`src/rtl/tt_pkg.sv`:
```
// Package for the transposition table: table geometry, operation and bound codes,
// and the entry, request and result types.
// No dependencies.
package tt_pkg;

    localparam int ENTRIES = 2048;
    localparam int IDX_W   = $clog2(ENTRIES);

    localparam logic [14:0] MATE_BOUND_RST = 15'd31000;

    localparam logic [2:0] OP_READ    = 3'd0;
    localparam logic [2:0] OP_PROBE   = 3'd1;
    localparam logic [2:0] OP_WRITE   = 3'd2;
    localparam logic [2:0] OP_NEW_AGE = 3'd3;
    localparam logic [2:0] OP_CLEAR   = 3'd4;

    localparam logic [1:0] KIND_EXACT = 2'd0;
    localparam logic [1:0] KIND_UPPER = 2'd1;
    localparam logic [1:0] KIND_LOWER = 2'd2;

    typedef struct packed {
        logic [63:0]        key;
        logic [15:0]        move;
        logic signed [15:0] score;
        logic signed [7:0]  depth;
        logic [1:0]         kind;
        logic [7:0]         age;
    } t_entry;

    localparam int ENTRY_W = $bits(t_entry);

    typedef struct packed {
        logic [2:0]         op;
        logic [63:0]        key;
        logic signed [7:0]  depth;
        logic [6:0]         ply;
        logic signed [15:0] alpha;
        logic signed [15:0] beta;
        logic [15:0]        new_move;
        logic signed [15:0] new_score;
        logic [1:0]         kind;
    } t_req;

    typedef struct packed {
        logic               usable;
        logic               matched;
        logic [15:0]        move;
        logic signed [15:0] score;
    } t_result;

endpackage

```
`src/rtl/tt_eval.sv`:
```
// Evaluates one request against the entry read from the table: hit test, mate
// adjustment, cutoff test and the replacement decision. Depends on tt_pkg.
module tt_eval
    import tt_pkg::*;
(
    input  t_req        i_req,
    input  t_entry      i_entry,
    input  logic [7:0]  i_age,
    input  logic [14:0] i_mate_bound,
    output t_result     o_res,
    output logic        o_wr_en,
    output t_entry      o_wr_entry
);

    localparam logic signed [17:0] SAT_HI = 18'sd32767;
    localparam logic signed [17:0] SAT_LO = -18'sd32768;

    logic               matched;
    logic               depth_ok;
    logic               kind_ok;
    logic signed [17:0] s_ext;
    logic signed [17:0] mb_ext;
    logic signed [17:0] ply_ext;
    logic signed [17:0] adj;
    logic signed [15:0] score;

    always_comb begin
        matched  = (i_entry.key == i_req.key);
        depth_ok = (i_entry.depth >= i_req.depth);

        // mate scores drift toward zero by ply; a probe reads at ply zero
        s_ext   = 18'(i_entry.score);
        mb_ext  = {3'b000, i_mate_bound};
        ply_ext = (i_req.op == OP_PROBE) ? 18'sd0 : {11'b0, i_req.ply};
        if (s_ext >= mb_ext) begin
            adj = s_ext - ply_ext;
        end else if (s_ext <= -mb_ext) begin
            adj = s_ext + ply_ext;
        end else begin
            adj = s_ext;
        end
        if (adj > SAT_HI) begin
            score = 16'sh7FFF;
        end else if (adj < SAT_LO) begin
            score = 16'sh8000;
        end else begin
            score = adj[15:0];
        end

        case (i_entry.kind)
            KIND_EXACT: kind_ok = 1'b1;
            KIND_UPPER: kind_ok = (score <= i_req.alpha);
            KIND_LOWER: kind_ok = (score >= i_req.beta);
            default:    kind_ok = 1'b0;
        endcase

        o_res   = '0;
        o_wr_en = 1'b0;
        unique case (i_req.op)
            OP_READ: begin
                if (matched) begin
                    o_res.matched = 1'b1;
                    o_res.move    = i_entry.move;
                    if (depth_ok && kind_ok) begin
                        o_res.usable = 1'b1;
                        o_res.score  = score;
                    end
                end
            end
            OP_PROBE: begin
                if (matched) begin
                    o_res.matched = 1'b1;
                    o_res.usable  = 1'b1;
                    o_res.move    = i_entry.move;
                    o_res.score   = score;
                end
            end
            OP_WRITE: begin
                o_wr_en = (i_entry.key == 64'd0) || matched ||
                          (i_req.depth >= i_entry.depth) || (i_entry.age != i_age);
            end
            default: begin
            end
        endcase

        o_wr_entry.key   = i_req.key;
        o_wr_entry.move  = (i_req.new_move != 16'd0) ? i_req.new_move : i_entry.move;
        o_wr_entry.score = i_req.new_score;
        o_wr_entry.depth = i_req.depth;
        o_wr_entry.kind  = i_req.kind;
        o_wr_entry.age   = i_age;
    end

endmodule

```
`config.mk`:
```
export PLATFORM = sky130hd
export DESIGN_NAME = tt_eval
export DESIGN_NICKNAME = d
export VERILOG_FILES = /design/src/rtl/tt_pkg.sv /design/src/rtl/tt_eval.sv
export SDC_FILE = /design/constraint.sdc
export NUM_CORES = 1
export LEC_CHECK = 0
export BUFFER_PORTS_ARGS = -buffer_cell sky130_fd_sc_hd__clkbuf_2
export CAP_MARGIN = 30
export CELL_PAD_IN_SITES_DETAIL_PLACEMENT = 0
export CELL_PAD_IN_SITES_GLOBAL_PLACEMENT = 1
export CORE_AREA = 2 2 170 172
export DETAILED_ROUTE_END_ITERATION = 10
export DIE_AREA = 0 0 172 174
export GPL_TIMING_DRIVEN = 1
export PLACE_DENSITY = 0.72
export SYNTH_ARGS = -nofsm -noshare
export SYNTH_HDL_FRONTEND = slang
export SYNTH_SLANG_ARGS = --single-unit
```
`constraint.sdc`:
```
create_clock -name vclk -period 10.95
set_clock_uncertainty 0.2 [all_clocks]
set_input_delay 1.095 -clock vclk [all_inputs]
set_output_delay 1.095 -clock vclk [all_outputs]
set_load 0.01 [all_outputs]
```
==> impl_metrics.py, run 1 <==
metrics = {
    "timing": {
        "finalCritPeriodShare_pct": 83.1,
        "post-route-min-period_ns": 9.10,
        "setup_violations": 0,
        "clock.fmax_ghz": 0.110,
        "hold_viol_final": 0,
        "slew_headroom_pct": 32.3,
        "worst_pin_slew_ns": 1.00,
        "worst_slack_ns": 1.85,
        "finalSetupTns_ns": 0,
        "drv_slew": 0,
        "grt_setup_unrepaired": "no",
    },
    "synth": {
        "postSynthCellCount": 737,
        "syn-num-nets": 1111,
        "synth_compound_area_share_pct": 17.0,
        "synth_xor_area_share_pct": 15.4,
        "synth_top_family_by_area": "simple AND/OR/NAND/NOR gates",
        "postSynthAreaPerCell_sq_um": 7.19,
        "synthSimpleGateAreaFrac_pct": 24.4,
        "yosysWarningCount": 0,
        "synth_seq_area_share_pct": 0,
        "netlist-cell-type-count": 66,
        "synth_mux_area_share_pct": 0.590,
        "synth.cell_area_sq_um": 5300,
        "yosys.area_share.adder_pct": 22.6,
    },
    "clock_tree": {
        "ctsResizeCount": 0,
        "hold_buffers": 0,
        "post_cts_buffers": 0,
    },
    "route": {
        "finalWirelength_mm": 30.7,
        "drt-initial-drc-count": 467,
        "ant_nets": 0,
        "via_per_inst": 4.54,
        "first_pass_iters": 5,
        "avgRoutedWirePerCell_um": 21.7,
        "drc_errors": 0,
        "vias": 6410,
    },
    "worst_setup_path": {
        "worst_path_most_repeated_cell": "a21oi_1",
        "critPathKind": "input port to output pin",
        "critPathBufInv": 2,
        "slowest_stage": "or4b_1",
        "path_delay_family": "compound AO/OA/AOI/OAI gates",
        "startpoint_type": "input port",
        "worstPathArrival_ns": 7.80,
        "path_max_fanout": 17,
        "critical_path_required_ns": 9.66,
        "endpoint_kind": "output pin",
        "cp_slowest_stage_delay_ns": 0.59,
        "crit_chain": "clkbuf_2 > nor4_1 > nand2_1 > or3_1 > nor4_1 > ha_1 > a21o_1 > a2111o_1 > or4b_1 > a21oi_2 > a31o_1 > nand2_4 > a21o_1 > ha_1 > a21boi_0 > o21ai_0 > a21oi_1 > o21ai_0 > nand3_1 > a21oi_1 > o2bb2ai_1 > a221o_1 > a21oi_1 > clkbuf_2",
    },
    "global_routing": {
        "grt_pass1_vias": 6166,
        "overflow": 0,
        "antenna_found_initial": 3,
        "grtUsageTotal_pct": 19.4,
        "grt_start_max_net_pins": 19,
        "grt_pass1_wl_mm": 42.0,
    },
    "final_layout": {
        "syn_to_final_growth_pct": 32.3,
        "drive_above_1_share_pct": 41.4,
        "mostFrequentLayoutCells": "clkbuf_2 (398), ha_1 (87), xor2_1 (77)",
        "nFlopsAndLatches": 0,
        "layout.nets": 1404,
        "clock_buffers": 0,
        "seqCellArea_sq_um": 0,
        "final_common_cell": "clkbuf_2",
    },
    "die": {
        "start_util_pct": 18.8,
        "dieHeight_um": 174,
        "rows": 62,
        "ios": 434,
        "die_w_um": 172,
        "core_area_sq_um": 28200,
        "die_area_sq_um": 29900,
    },
    "place": {
        "place.gp.congestion": 0.960,
        "post-place-ws_ns": 1.95,
        "dpl.hpwl_mm": 28.8,
        "numPortBuffers": 398,
    },
    "min_path": {
        "min_path_type": "input port to output pin",
    },
    "run": {
        "maxCapViolations": 0,
    },
    "outcome": {
        "status": "finished, final reports clean",
    },
}
## path summary, 6_finish.rpt
check,from,to,slack [ns],cells past startpoint
max,i_mate_bound[2],o_res[11],1.85,24
min,i_req[2],o_wr_entry[18],1.99,0
## cells in the mapped netlist (10+ instances only)
cell / number / area [sq um]
nor4_1: 50 / 313
ha_1: 87 / 1090
o21ai_0: 26 / 130
buf_4: 99 / 743
nand3_1: 10 / 50.1
nand2_1: 37 / 139
a21oi_1: 28 / 140
clkbuf_1: 10 / 37.5
nor3_1: 16 / 80.1
nand4_1: 23 / 144
and3_1: 19 / 119
inv_1: 72 / 270
xnor2_1: 16 / 140
nor2_1: 30 / 113
nor2b_1: 11 / 68.8
xor2_1: 77 / 674
a21o_1: 22 / 165
## layout make-up
type | instances | area (sq um)
repair buffers | 401 | 2010
inverters | 73 | 274
fillers | 3299 | 21200
diodes | 1 | 2.50
well taps | 384 | 480
multi-input cells | 554 | 4240
## metal layers
layer	vias to the layer above	global-route usage (%)	wire length (um)
met2	314	27.6	12000
met4	4	0.350	59
li1	3142	-	-
met3	14	9.18	4340
met1	2936	27.9	14300
met5	-	0	23
## stage by stage
stage	area, sq um	utilization (%)	hold WS (ns)	cells
after floorplan	5300	-	2.04	737
after global placement	7010	24.8	1.99	1412
after detailed placement	7010	24.8	1.99	1412
after CTS	7010	24.8	1.99	1412
after global routing	7010	24.8	1.99	1412
final	7010	24.8	1.99	1413
## kinds of logic (layout without fill, tap and decap cells)
kind of cell | after synthesis | in the layout
muxes | 3 | 3
AOI/OAI and AO/OA | 132 | 132
xor gates and xnor gates | 93 | 93
adders and majority gates | 95 | 95
other | 0 | 1
buffers and inverters | 183 | 474
and+or+nand+nor | 231 | 231
==> run 2, diff against run 1 <==
--- a/config.mk
+++ b/config.mk
@@ -9,9 +9,9 @@
 export CAP_MARGIN = 30
 export CELL_PAD_IN_SITES_DETAIL_PLACEMENT = 0
 export CELL_PAD_IN_SITES_GLOBAL_PLACEMENT = 1
-export CORE_AREA = 2 2 170 172
+export CORE_AREA = 2 2 171 173
 export DETAILED_ROUTE_END_ITERATION = 10
-export DIE_AREA = 0 0 172 174
+export DIE_AREA = 0 0 173 175
 export GPL_TIMING_DRIVEN = 1
 export PLACE_DENSITY = 0.72
 export SYNTH_ARGS = -nofsm -noshare
==> constraint.sdc (replaced) <==
create_clock -name vclk -period 8.9
set_clock_uncertainty 0.2 [all_clocks]
set_input_delay 0.89 -clock vclk [all_inputs]
set_output_delay 0.89 -clock vclk [all_outputs]
set_load 0.01 [all_outputs]
==> run 2 against run 1 <==
Utilization shrank 0.065 points. First-iteration DRC count is 4.7% higher. Die area rose by 1.2%. Routed wire length down 1.2%. Flip-flop and latch count stayed put. Design area is 0.29% higher. Via count rose by 1.2%. Critical endpoint is now o_res[13].
==> impl_metrics.py, run 2 (synthesized netlist as in run 1, its figures left out) <==
metrics = {
    "min_path": {
        "min_path_type": "input port to output pin",
        "hold_depth": 0,
    },
    "route": {
        "first_pass_iters": 7,
        "drt-initial-drc-count": 489,
        "finalWirelength_mm": 30.3,
        "avgRoutedWirePerCell_um": 21.4,
        "vias": 6486,
        "drc_errors": 0,
        "ant_nets": 0,
        "via_per_inst": 4.58,
    },
    "place": {
        "dpl.hpwl_mm": 28.3,
        "post-place-ws_ns": 0.593,
        "numPortBuffers": 398,
        "place.gp.congestion": 0.950,
    },
    "die": {
        "ios": 434,
        "die_w_um": 173,
        "start_util_pct": 18.7,
        "core_area_sq_um": 28400,
        "rows": 62,
        "die_area_sq_um": 30300,
        "dieHeight_um": 175,
    },
    "timing": {
        "hold_viol_final": 0,
        "worst_pin_slew_ns": 0.739,
        "slew_headroom_pct": 50.3,
        "worst_slack_ns": 0.477,
        "finalSetupTns_ns": 0,
        "finalCritPeriodShare_pct": 94.6,
        "drv_slew": 0,
        "setup_violations": 0,
        "post-route-min-period_ns": 8.42,
        "clock.fmax_ghz": 0.119,
        "grt_setup_unrepaired": "no",
    },
    "final_layout": {
        "final_util_pct": 24.8,
        "seqCellArea_sq_um": 0,
        "final_common_cell": "clkbuf_2",
        "drive_above_1_share_pct": 41.6,
        "mostFrequentLayoutCells": "clkbuf_2 (398), ha_1 (87), xor2_1 (77)",
        "syn_to_final_growth_pct": 32.7,
        "n_fill_cell": 3295,
        "clock_buffers": 0,
        "nFlopsAndLatches": 0,
        "layout.nets": 1406,
    },
    "worst_setup_path": {
        "path_max_fanout": 17,
        "worstPathArrival_ns": 7.33,
        "critPathKind": "input port to output pin",
        "startpoint_type": "input port",
        "critical_path_required_ns": 7.81,
        "endpoint_kind": "output pin",
    },
    "clock_tree": {
        "ctsResizeCount": 0,
        "hold_buffers": 0,
        "post_cts_buffers": 0,
    },
    "outcome": {
        "status": "finished, final reports clean",
    },
    "power_and_ir_drop": {
        "fin_total_pwr_uw": 373,
        "power_frac_seq_pct": 0,
        "pwr-share-comb_pct": 100.0,
        "net-switching-power_uw": 220,
        "switching_share_pct": 59.0,
        "pwr-share-clk_pct": 0,
        "ir_worst_vdd_uv": 23.4,
        "p_int_uw": 153,
        "p_leak_uw": 0.00392,
        "p_per_area_nw_per_um2": 53.0,
    },
    "global_routing": {
        "grt_start_max_net_pins": 19,
        "grtUsageTotal_pct": 19.0,
        "grt_pass1_wl_mm": 42.4,
        "antenna_found_initial": 3,
        "overflow": 0,
        "grt_pass1_vias": 6260,
    },
    "run": {
        "maxCapViolations": 0,
    },
}
[run 2: final timing paths]
kind / startpoint / endpoint / slack [ns]
worst max-delay path: i_mate_bound[2] / o_res[13] / 0.48
worst min-delay path: i_req[2] / o_wr_entry[18] / 1.58
[run 2: per-stage QoR]
| stage | area [sq um] | instances | hold WS, ns |
|---|---|---|---|
| after CTS | 7020 | 1414 | 1.58 |
| after global placement | 7020 | 1414 | 1.58 |
| after floorplan | 5300 | 737 | 1.63 |
| after global routing | 7030 | 1415 | 1.58 |
| after detailed placement | 7020 | 1414 | 1.58 |
| final | 7030 | 1417 | 1.58 |
[run 2: cell type report]
cell class	count	area, sq um	area share (%)
Tap cell	384	480	6.83
Antenna cell	3	7.51	0.107
Timing Repair Buffer	403	2030	28.9
Multi-Input combinational cell	554	4240	60.3
Inverter	73	274	3.90
[run 2: critical path, stage by stage]
cell,delay (ns)
clkbuf_2,0.12
nor4_1,0.54
nand2_1,0.21
or3_1,0.41
nor4_1,0.21
ha_1,0.30
a21o_1,0.19
a2111o_1,0.40
or4b_1,0.62
nand2_2,0.25
a211oi_1,0.16
a31oi_4,0.32
nand2_4,0.20
a21o_1,0.24
ha_1,0.27
a21boi_0,0.08
o21ai_0,0.17
a21oi_1,0.09
o21ai_0,0.20
nand3_1,0.11
a21oi_1,0.15
o2bb2ai_1,0.07
a221o_1,0.53
a21oi_1,0.40
clkbuf_2,0.21
[run 2: power groups by stage]
stage	registers (uW)	logic [uW]	clock network (uW)
4_1_cts	0	369	0
3_3_place_gp	0	365	0
3_5_place_dp	0	366	0
5_1_grt	0	410	0.0000151
2_1_floorplan	0	218	0
6_report	0	373	0.0000124
[run 2: layer usage]
metal  track usage, %  vias up  routed length [um]
met4             1.09        4                 110
met5                0        -                  22
li1                 -     3148                   -
met2             26.9      315               12000
met3             7.59       14                3740
met1             27.7     3005               14400
No activity file was read; power rests on OpenSTA's default activity.
